`src/hw/rtl/weighted_lottery_task_picker_core_assert.svh`:
```
// assertion macros for the weighted lottery task picker
// expects i_clk and i_rst_n in the scope of every use
`ifndef WEIGHTED_LOTTERY_TASK_PICKER_CORE_ASSERT_SVH
`define WEIGHTED_LOTTERY_TASK_PICKER_CORE_ASSERT_SVH

// same-cycle implication, checked out of reset
`define WLTP_ASSERT_NOW(label, ante, cons, msg) \
    label: assert property (@(posedge i_clk) disable iff (!i_rst_n) (ante) |-> (cons)) \
        else $error(msg);

// next-cycle implication, checked out of reset
`define WLTP_ASSERT_NEXT(label, ante, cons, msg) \
    label: assert property (@(posedge i_clk) disable iff (!i_rst_n) (ante) |=> (cons)) \
        else $error(msg);

`endif

```
`src/hw/rtl/wltp_pkg.sv`:
```
// shared types and constants for the weighted lottery task picker
// no dependencies
package wltp_pkg;

    localparam int SLOT_COUNT = 4;
    localparam int SLOT_W     = $clog2(SLOT_COUNT);
    localparam int COUNT_W    = 3;
    localparam int VOLT_W     = 16;
    localparam int SUM_W      = 20;
    localparam int FRAC_W     = 24;
    localparam int PROD_W     = FRAC_W + 1 + SUM_W;
    localparam int ADDR_W     = 3;
    localparam int DATA_W     = 32;

    typedef logic [SLOT_W-1:0]        t_slot;
    typedef logic signed [VOLT_W-1:0] t_volt;
    typedef logic signed [SUM_W-1:0]  t_sum;
    typedef logic [COUNT_W-1:0]       t_count;
    typedef logic [SLOT_COUNT-1:0]    t_mask;

    // scores in signed q8.12
    localparam t_sum SCORE_TENTH = t_sum'(410);
    localparam t_sum SCORE_FIFTH = t_sum'(819);
    localparam t_sum SCORE_ONE   = t_sum'(4096);

    localparam logic [31:0] PRNG_RESET = 32'h9876_5432;
    localparam t_count      COUNT_RESET = t_count'(1);
    localparam t_mask       MASK_RESET  = t_mask'(1);

    // register index taken from paddr[2]
    typedef enum logic {
        REG_TASK_COUNT  = 1'b0,
        REG_ACTIVE_MASK = 1'b1
    } t_reg_idx;

endpackage

```
`src/hw/rtl/wltp_if.sv`:
```
// handshake channels for the weighted lottery task picker
// depends on wltp_pkg
interface wltp_in_if;
    logic                 valid;
    logic                 ready;
    wltp_pkg::t_volt      voltage_slot1;
    wltp_pkg::t_volt      voltage_slot3;

    modport source (output valid, output voltage_slot1, output voltage_slot3, input ready);
    modport sink   (input valid, input voltage_slot1, input voltage_slot3, output ready);
endinterface

interface wltp_out_if;
    logic                 valid;
    logic                 ready;
    wltp_pkg::t_slot      chosen_slot;
    wltp_pkg::t_slot      previous_slot;
    logic                 switch_needed;

    modport source (output valid, output chosen_slot, output previous_slot,
                    output switch_needed, input ready);
    modport sink   (input valid, input chosen_slot, input previous_slot,
                    input switch_needed, output ready);
endinterface

```
`src/hw/rtl/weighted_lottery_task_picker_core.sv`:
```
// weighted lottery task picker: an input word passes the input register, then the result register;
// one word per cycle sustained while the result side is ready; scoring, xorshift32 step,
// 24x20 ticket multiply and prefix compare are combinational into the result register
// a word can sit in the result register while the next is taken in
// i_rst_n synchronous active low: task_count 1, active_mask 1, running slot 0,
// generator 0x98765432, both stages empty
`include "weighted_lottery_task_picker_core_assert.svh"

module weighted_lottery_task_picker_core (
    input  logic                          i_clk,
    input  logic                          i_rst_n,
    input  logic                          psel,
    input  logic                          penable,
    input  logic                          pwrite,
    input  logic [wltp_pkg::ADDR_W-1:0]   paddr,
    input  logic [wltp_pkg::DATA_W-1:0]   pwdata,
    output logic [wltp_pkg::DATA_W-1:0]   prdata,
    output logic                          pready,
    wltp_in_if.sink                       i_in,
    wltp_out_if.source                    o_out
);
    import wltp_pkg::*;

    // configuration registers
    t_count      r_task_count;
    t_mask       r_active_mask;
    t_reg_idx    reg_sel;
    logic        cfg_wr;

    // scheduler state
    t_slot       r_run, n_run;
    logic [31:0] r_prng, n_prng;

    // input stage
    logic        r_s1_vld;
    t_volt       r_v1, r_v3;

    // result stage
    logic        r_out_vld;
    t_slot       r_out_chosen, n_out_chosen;
    t_slot       r_out_prev;
    logic        r_out_switch, n_out_switch;

    logic        s1_adv;
    logic        in_acc;
    logic        tick_live;

    // ---------------------------------------------------------------
    // apb register port, writes only while idle: the user keeps to this, the block does not enforce it
    // ---------------------------------------------------------------
    assign pready  = 1'b1;
    assign reg_sel = t_reg_idx'(paddr[2]);
    assign cfg_wr  = psel & penable & pwrite & pready;

    always_ff @(posedge i_clk) begin
        if (!i_rst_n) begin
            r_task_count  <= COUNT_RESET;
            r_active_mask <= MASK_RESET;
        end else if (cfg_wr) begin
            unique case (reg_sel)
                REG_TASK_COUNT:  r_task_count  <= pwdata[COUNT_W-1:0];
                REG_ACTIVE_MASK: r_active_mask <= pwdata[SLOT_COUNT-1:0];
                default: ;
            endcase
        end
    end

    always_comb begin
        prdata = '0;
        unique case (reg_sel)
            REG_TASK_COUNT:  prdata[COUNT_W-1:0]    = r_task_count;
            REG_ACTIVE_MASK: prdata[SLOT_COUNT-1:0] = r_active_mask;
            default: ;
        endcase
    end

    // ---------------------------------------------------------------
    // handshake: stage 1 moves on when the result register frees up
    // ---------------------------------------------------------------
    assign s1_adv     = r_s1_vld & (~r_out_vld | o_out.ready);
    assign i_in.ready = ~r_s1_vld | s1_adv;
    assign in_acc     = i_in.valid & i_in.ready;

    always_ff @(posedge i_clk) begin
        if (!i_rst_n) begin
            r_s1_vld <= 1'b0;
        end else if (i_in.ready) begin
            r_s1_vld <= i_in.valid;
        end
    end

    // voltage payload needs no reset
    always_ff @(posedge i_clk) begin
        if (in_acc) begin
            r_v1 <= i_in.voltage_slot1;
            r_v3 <= i_in.voltage_slot3;
        end
    end

    // ---------------------------------------------------------------
    // one tick: scores, generator step, ticket, first slot reaching it
    // ---------------------------------------------------------------
    always_comb begin
        t_count                    cnt;
        logic [SLOT_COUNT-1:0]     live;
        t_sum                      score [SLOT_COUNT];
        t_sum                      pre   [SLOT_COUNT];
        logic [31:0]               x1, x2, x3;
        logic signed [PROD_W-1:0]  prod;
        t_sum                      ticket;
        logic [SLOT_COUNT-1:0]     hit;

        // counts above the slot total clamp to it
        cnt = (r_task_count > t_count'(SLOT_COUNT)) ? t_count'(SLOT_COUNT) : r_task_count;
        tick_live = (cnt >= t_count'(2));

        for (int i = 0; i < SLOT_COUNT; i++) begin
            live[i] = (t_count'(i) < cnt) & r_active_mask[i];
        end

        // slot weights: 0.2, 0.1 + v1, 1.0, 0.1 + v3
        score[0] = live[0] ? SCORE_FIFTH : '0;
        score[1] = live[1] ? SCORE_TENTH + t_sum'(r_v1) : '0;
        score[2] = live[2] ? SCORE_ONE : '0;
        score[3] = live[3] ? SCORE_TENTH + t_sum'(r_v3) : '0;

        pre[0] = score[0];
        for (int i = 1; i < SLOT_COUNT; i++) begin
            pre[i] = pre[i-1] + score[i];
        end

        // xorshift32, shifts 13, 17, 5
        x1 = r_prng ^ (r_prng << 13);
        x2 = x1 ^ (x1 >> 17);
        x3 = x2 ^ (x2 << 5);

        // floor(frac24 * total / 2^24): arithmetic shift rounds toward minus infinity
        prod   = $signed({1'b0, x3[FRAC_W-1:0]}) * pre[SLOT_COUNT-1];
        ticket = prod[FRAC_W +: SUM_W];

        for (int i = 0; i < SLOT_COUNT; i++) begin
            hit[i] = live[i] & (pre[i] >= ticket);
        end

        // first hit wins, slot 0 when nothing reaches the ticket
        n_out_chosen = '0;
        for (int i = SLOT_COUNT - 1; i >= 0; i--) begin
            if (hit[i]) begin
                n_out_chosen = t_slot'(i);
            end
        end

        if (!tick_live) begin
            n_out_chosen = r_run;
        end
        n_out_switch = (n_out_chosen != r_run);

        n_run  = r_run;
        n_prng = r_prng;
        if (s1_adv && tick_live) begin
            n_run  = n_out_chosen;
            n_prng = x3;
        end
    end

    always_ff @(posedge i_clk) begin
        if (!i_rst_n) begin
            r_run  <= '0;
            r_prng <= PRNG_RESET;
        end else begin
            r_run  <= n_run;
            r_prng <= n_prng;
        end
    end

    // ---------------------------------------------------------------
    // result register
    // ---------------------------------------------------------------
    always_ff @(posedge i_clk) begin
        if (!i_rst_n) begin
            r_out_vld <= 1'b0;
        end else if (s1_adv) begin
            r_out_vld <= 1'b1;
        end else if (o_out.ready) begin
            r_out_vld <= 1'b0;
        end
    end

    always_ff @(posedge i_clk) begin
        if (s1_adv) begin
            r_out_chosen <= n_out_chosen;
            r_out_prev   <= r_run;
            r_out_switch <= n_out_switch;
        end
    end

    assign o_out.valid         = r_out_vld;
    assign o_out.chosen_slot   = r_out_chosen;
    assign o_out.previous_slot = r_out_prev;
    assign o_out.switch_needed = r_out_switch;

    // ---------------------------------------------------------------
    // checks
    // ---------------------------------------------------------------
    // xorshift never reaches zero from a nonzero seed
    `WLTP_ASSERT_NOW(a_prng_nonzero, 1'b1, r_prng != '0, "generator word reached zero")
    // the running slot follows every pick taken into the result register
    `WLTP_ASSERT_NEXT(a_run_follows, s1_adv, r_run == r_out_chosen,
        "running slot differs from the last pick")
    // generator only moves on a live tick
    `WLTP_ASSERT_NEXT(a_prng_hold, !(s1_adv && tick_live), $stable(r_prng),
        "generator advanced without a live tick")
    // an idle tick never reports a switch
    `WLTP_ASSERT_NEXT(a_idle_no_switch, s1_adv && !tick_live, !r_out_switch,
        "switch flagged on a tick with fewer than two tasks")

endmodule

```
`src/flat_wrapper.sv`:
```
// flat-port wrapper written by rule: the top's interface ports become plain ports
module weighted_lottery_task_picker_core_flat import wltp_pkg::*;
  (i_clk, i_rst_n, psel, penable, pwrite, paddr, pwdata, prdata, pready, i_in_valid, i_in_voltage_slot1, i_in_voltage_slot3, i_in_ready, o_out_valid, o_out_chosen_slot, o_out_previous_slot, o_out_switch_needed, o_out_ready);
  wltp_in_if i_in_i ();
  wltp_out_if o_out_i ();
  input  logic i_clk;
  input  logic i_rst_n;
  input  logic psel;
  input  logic penable;
  input  logic pwrite;
  input  logic [wltp_pkg::ADDR_W-1:0] paddr;
  input  logic [wltp_pkg::DATA_W-1:0] pwdata;
  output logic [wltp_pkg::DATA_W-1:0] prdata;
  output logic pready;
  input wire logic [$bits(i_in_i.valid)-1:0] i_in_valid;
  input wire logic [$bits(i_in_i.voltage_slot1)-1:0] i_in_voltage_slot1;
  input wire logic [$bits(i_in_i.voltage_slot3)-1:0] i_in_voltage_slot3;
  output wire logic [$bits(i_in_i.ready)-1:0] i_in_ready;
  output wire logic [$bits(o_out_i.valid)-1:0] o_out_valid;
  output wire logic [$bits(o_out_i.chosen_slot)-1:0] o_out_chosen_slot;
  output wire logic [$bits(o_out_i.previous_slot)-1:0] o_out_previous_slot;
  output wire logic [$bits(o_out_i.switch_needed)-1:0] o_out_switch_needed;
  input wire logic [$bits(o_out_i.ready)-1:0] o_out_ready;
  assign i_in_i.valid = i_in_valid;
  assign i_in_i.voltage_slot1 = i_in_voltage_slot1;
  assign i_in_i.voltage_slot3 = i_in_voltage_slot3;
  assign i_in_ready = i_in_i.ready;
  assign o_out_valid = o_out_i.valid;
  assign o_out_chosen_slot = o_out_i.chosen_slot;
  assign o_out_previous_slot = o_out_i.previous_slot;
  assign o_out_switch_needed = o_out_i.switch_needed;
  assign o_out_i.ready = o_out_ready;
  weighted_lottery_task_picker_core u_core (.i_clk(i_clk), .i_rst_n(i_rst_n), .psel(psel), .penable(penable), .pwrite(pwrite), .paddr(paddr), .pwdata(pwdata), .prdata(prdata), .pready(pready), .i_in(i_in_i), .o_out(o_out_i));
endmodule
```
`config.mk`:
```
export PLATFORM = sky130hd
export DESIGN_NAME = weighted_lottery_task_picker_core_flat
export DESIGN_NICKNAME = d
export VERILOG_FILES = /design/src/hw/rtl/wltp_pkg.sv /design/src/hw/rtl/wltp_if.sv /design/src/hw/rtl/weighted_lottery_task_picker_core.sv /design/src/flat_wrapper.sv
export VERILOG_INCLUDE_DIRS = /design/src /design/src/hw/rtl
export SDC_FILE = /design/constraint.sdc
export NUM_CORES = 1
export LEC_CHECK = 0
export ABC_AREA = 1
export BUFFER_PORTS_ARGS = -buffer_cell sky130_fd_sc_hd__buf_2
export CORE_MARGIN = 1
export CORE_UTILIZATION = 45
export DETAILED_ROUTE_END_ITERATION = 10
export HOLD_SLACK_MARGIN = 0.08
export PLACE_DENSITY_LB_ADDON = 0.15
export SYNTH_ARGS = -nofsm -noshare
export SYNTH_HDL_FRONTEND = slang
export SYNTH_SLANG_ARGS = --single-unit
```
`constraint.sdc`:
```
create_clock -name i_clk -period 20.9 [get_ports i_clk]
set_input_delay 1.045 -clock i_clk [delete_from_list [all_inputs] [get_ports i_clk]]
set_output_delay 1.045 -clock i_clk [all_outputs]
set_load 0.1 [all_outputs]
```
==> impl_metrics.py <==
metrics = {
    "placement": {
        "placed_cell_area_um2": 24200,
        "hpwl_mm": 55.5,
        "gp_congestion": 0.940,
        "io_buffers": 54,
        "dp_slack_ns": 6.36,
    },
    "clocking": {
        "clockBufferDepth": 2,
        "path_clk_slew_ns": 0.06,
        "clock-sinks": 80,
        "clk_latency_ns": 0.37,
        "cts_root_buf": "clkbuf_16",
        "cts_tree": "built",
        "cts_max_level": 3,
        "postCtsSetupRepairBufs": 0,
        "post_cts_resized": 0,
        "cts_hold_buf": 0,
        "cts_buffers": 9,
    },
    "min_path": {
        "hold_depth": 2,
        "holdCritPathClass": "flip-flop to flip-flop",
    },
    "timing": {
        "setup_ws_ns": 6.17,
        "hold_ws_ns": 0.490,
        "hold_viol": 0,
        "finalSetupViolCount": 0,
        "setup_tns_ns": 0,
        "fin_crit_ns": 14.73,
        "fmax_mhz": 67.9,
        "fin_crit_sh": 0.705,
        "relSlewSlack": 0.208,
        "finClkSkew_ns": 0.0119,
        "grt_setup_unrepaired": "false",
        "report.final.slew_viol_count": 0,
        "tightest_slew_ns": 1.19,
    },
    "floorplanning": {
        "initial_core_util": 0.459,
        "core_area_um2": 50500,
        "fp-row-count": 82,
        "dieArea_um2": 52400,
        "fp.dieH_um": 229,
        "ios": 114,
        "dieWidth_um": 229,
    },
    "cells_and_area": {
        "syn_to_final_growth_pct": 5.79,
        "final_cell_mix": "inv_1 (665), nand2_1 (661), fa_1 (393), nor2_1 (291), ha_1 (240)",
        "fin_area_um2": 24500,
        "antenna_cells": 0,
        "final_common_cell": "inv_1",
        "fillers": 5060,
        "layout.nets": 3754,
        "drive_gt1_frac": 0.0688,
    },
    "worst_setup_path": {
        "cp_slowest_cell": "inv_1",
        "end_kind": "flip-flop",
        "worst-setup-path-type": "flip-flop to flip-flop",
        "reg2regPathDepth": 72,
        "cp_max_fo": 15,
        "cpMostUsedCell": "nand2_1",
        "cp_slowest_stage_delay_ns": 0.76,
        "critPathLaunchType": "flip-flop",
        "crit_arrival_ns": 14.85,
        "required_ns": 21.02,
    },
    "synthesis": {
        "ys_top_cells_by_area": "fa_1 (34%), ha_1 (13%), inv_1 (11%)",
        "ys_seq_area_frac": 0.0851,
        "synth_top_area_frac": 0.339,
        "synth_cell_type_count": 60,
        "netlist_area_um2": 23200,
        "synth_edf_count": 37,
        "ys_warn_count": 0,
        "syn_avg_cell_area_um2": 7.66,
        "async_flop_share": 0,
        "ys_seq_elements": 80,
        "synth_cells": 3025,
        "synthFlopType": "dfxtp_1",
        "yosysTopAreaCell": "fa_1",
    },
    "run_status": {
        "outcome": "finished, final reports clean",
    },
    "global_routing": {
        "grt.overflow.total": 0,
        "grt_pass1_vias": 20014,
        "grt-busiest-layer": "met2",
        "grt_usage": 0.269,
        "antenna_found_initial": 0,
        "grt.met2_usage": 0.453,
        "gr-usage-met1": 0.359,
        "grt_max_degree": 44,
        "grt_pass1_wl_mm": 109,
        "use_met3": 0.0338,
    },
    "routing": {
        "vias_per_cell": 5.16,
        "detail-route-antenna-nets": 0,
        "drt_first_pass_iters": 5,
        "drt_iter0_markers": 1228,
        "wirelength_mm": 67.7,
        "num_vias": 19222,
        "wl_per_cell_um": 18.2,
        "drc": 0,
    },
    "run": {
        "maxCapViolCount": 0,
    },
}
## registers in the layout (all words and copies together) (netlist names)
| register | count |
|---|---|
| u_core.o_out.chosen_slot | 2 |
| u_core.o_out.previous_slot | 2 |
| u_core.o_out.switch_needed | 1 |
| u_core.o_out.valid | 1 |
| u_core.r_active_mask | 4 |
| u_core.r_prng | 32 |
| u_core.r_run | 2 |
| u_core.r_s1_vld | 1 |
| u_core.r_task_count | 3 |
| u_core.r_v1 | 16 |
| u_core.r_v3 | 16 |
## synthesized netlist by cell type (9+ instances only)
cell,count
a21o_1,15
edfxtp_1,37
a31oi_1,9
o211ai_1,12
nor3_1,25
xor2_1,34
dfxtp_1,43
nor2_1,292
inv_2,12
fa_1,393
buf_4,30
nand2_2,24
xnor2_1,44
nand2_4,10
a21oi_1,126
inv_1,665
ha_1,240
or2_2,17
clkbuf_1,69
nand2_1,661
nand4_1,17
o21ai_0,75
nand3_1,79
## critical path: cells and delay by family, from the launching register on
family / cells / cell delay (ns)
AO/OA/AOI/OAI: 9 / 2.20
XOR/XNOR: 2 / 0.60
adder cells (fa/ha/maj): 13 / 5.17
buffers and inverters: 10 / 1.74
flip-flops: 1 / 0.41
AND/OR/NAND/NOR: 38 / 4.33
## final timing paths
path / slack, ns / endpoint / startpoint
setup reg to reg: 6.17 / u_core.o_out.switch_needed / u_core.r_task_count[2]
setup / recovery: 6.17 / u_core.o_out.switch_needed / u_core.r_task_count[2]
hold reg to reg: 0.49 / u_core.r_active_mask[2] / u_core.r_active_mask[2]
hold / removal: 0.49 / u_core.r_active_mask[2] / u_core.r_active_mask[2]
## through the flow
| step | std cells | util |
|---|---|---|
| 5_1_grt | 3724 | 0.486 |
| 3_5_place_dp | 3708 | 0.479 |
| 4_1_cts | 3724 | 0.486 |
| 2_1_floorplan | 3052 | - |
| 3_3_place_gp | 3708 | 0.479 |
| 6_report | 3724 | 0.486 |
## cell type report
class | count | area [µm²] | share of cell area
Tap cell | 672 | 841 | 0.0343
Inverter | 684 | 2570 | 0.105
Clock buffer | 11 | 264 | 0.0108
Sequential cell | 80 | 1970 | 0.0804
Multi-Input combinational cell | 2182 | 18300 | 0.745
Clock inverter | 5 | 61.3 | 0.00250
Timing Repair Buffer | 90 | 541 | 0.0220
## kinds of logic after synthesis
logic type / after synthesis / share of synthesized area
XOR/XNOR: 81 / 0.0326
adder cells (fa/ha/maj): 633 / 0.469
AND/OR/NAND/NOR: 1163 / 0.212
AO/OA/AOI/OAI: 276 / 0.0685
flip-flops: 80 / 0.0851
other: 2 / 0.000324
buffers and inverters: 790 / 0.133
## routing by layer
metal	wire length, µm	vias to the layer above
met5	0	-
li1	-	9100
met3	3750	95
met2	32100	537
met1	29700	9490
met4	2160	0
Power is not shown: default switching activity piles up to over one toggle a cycle in this logic, so the estimate is an artifact.
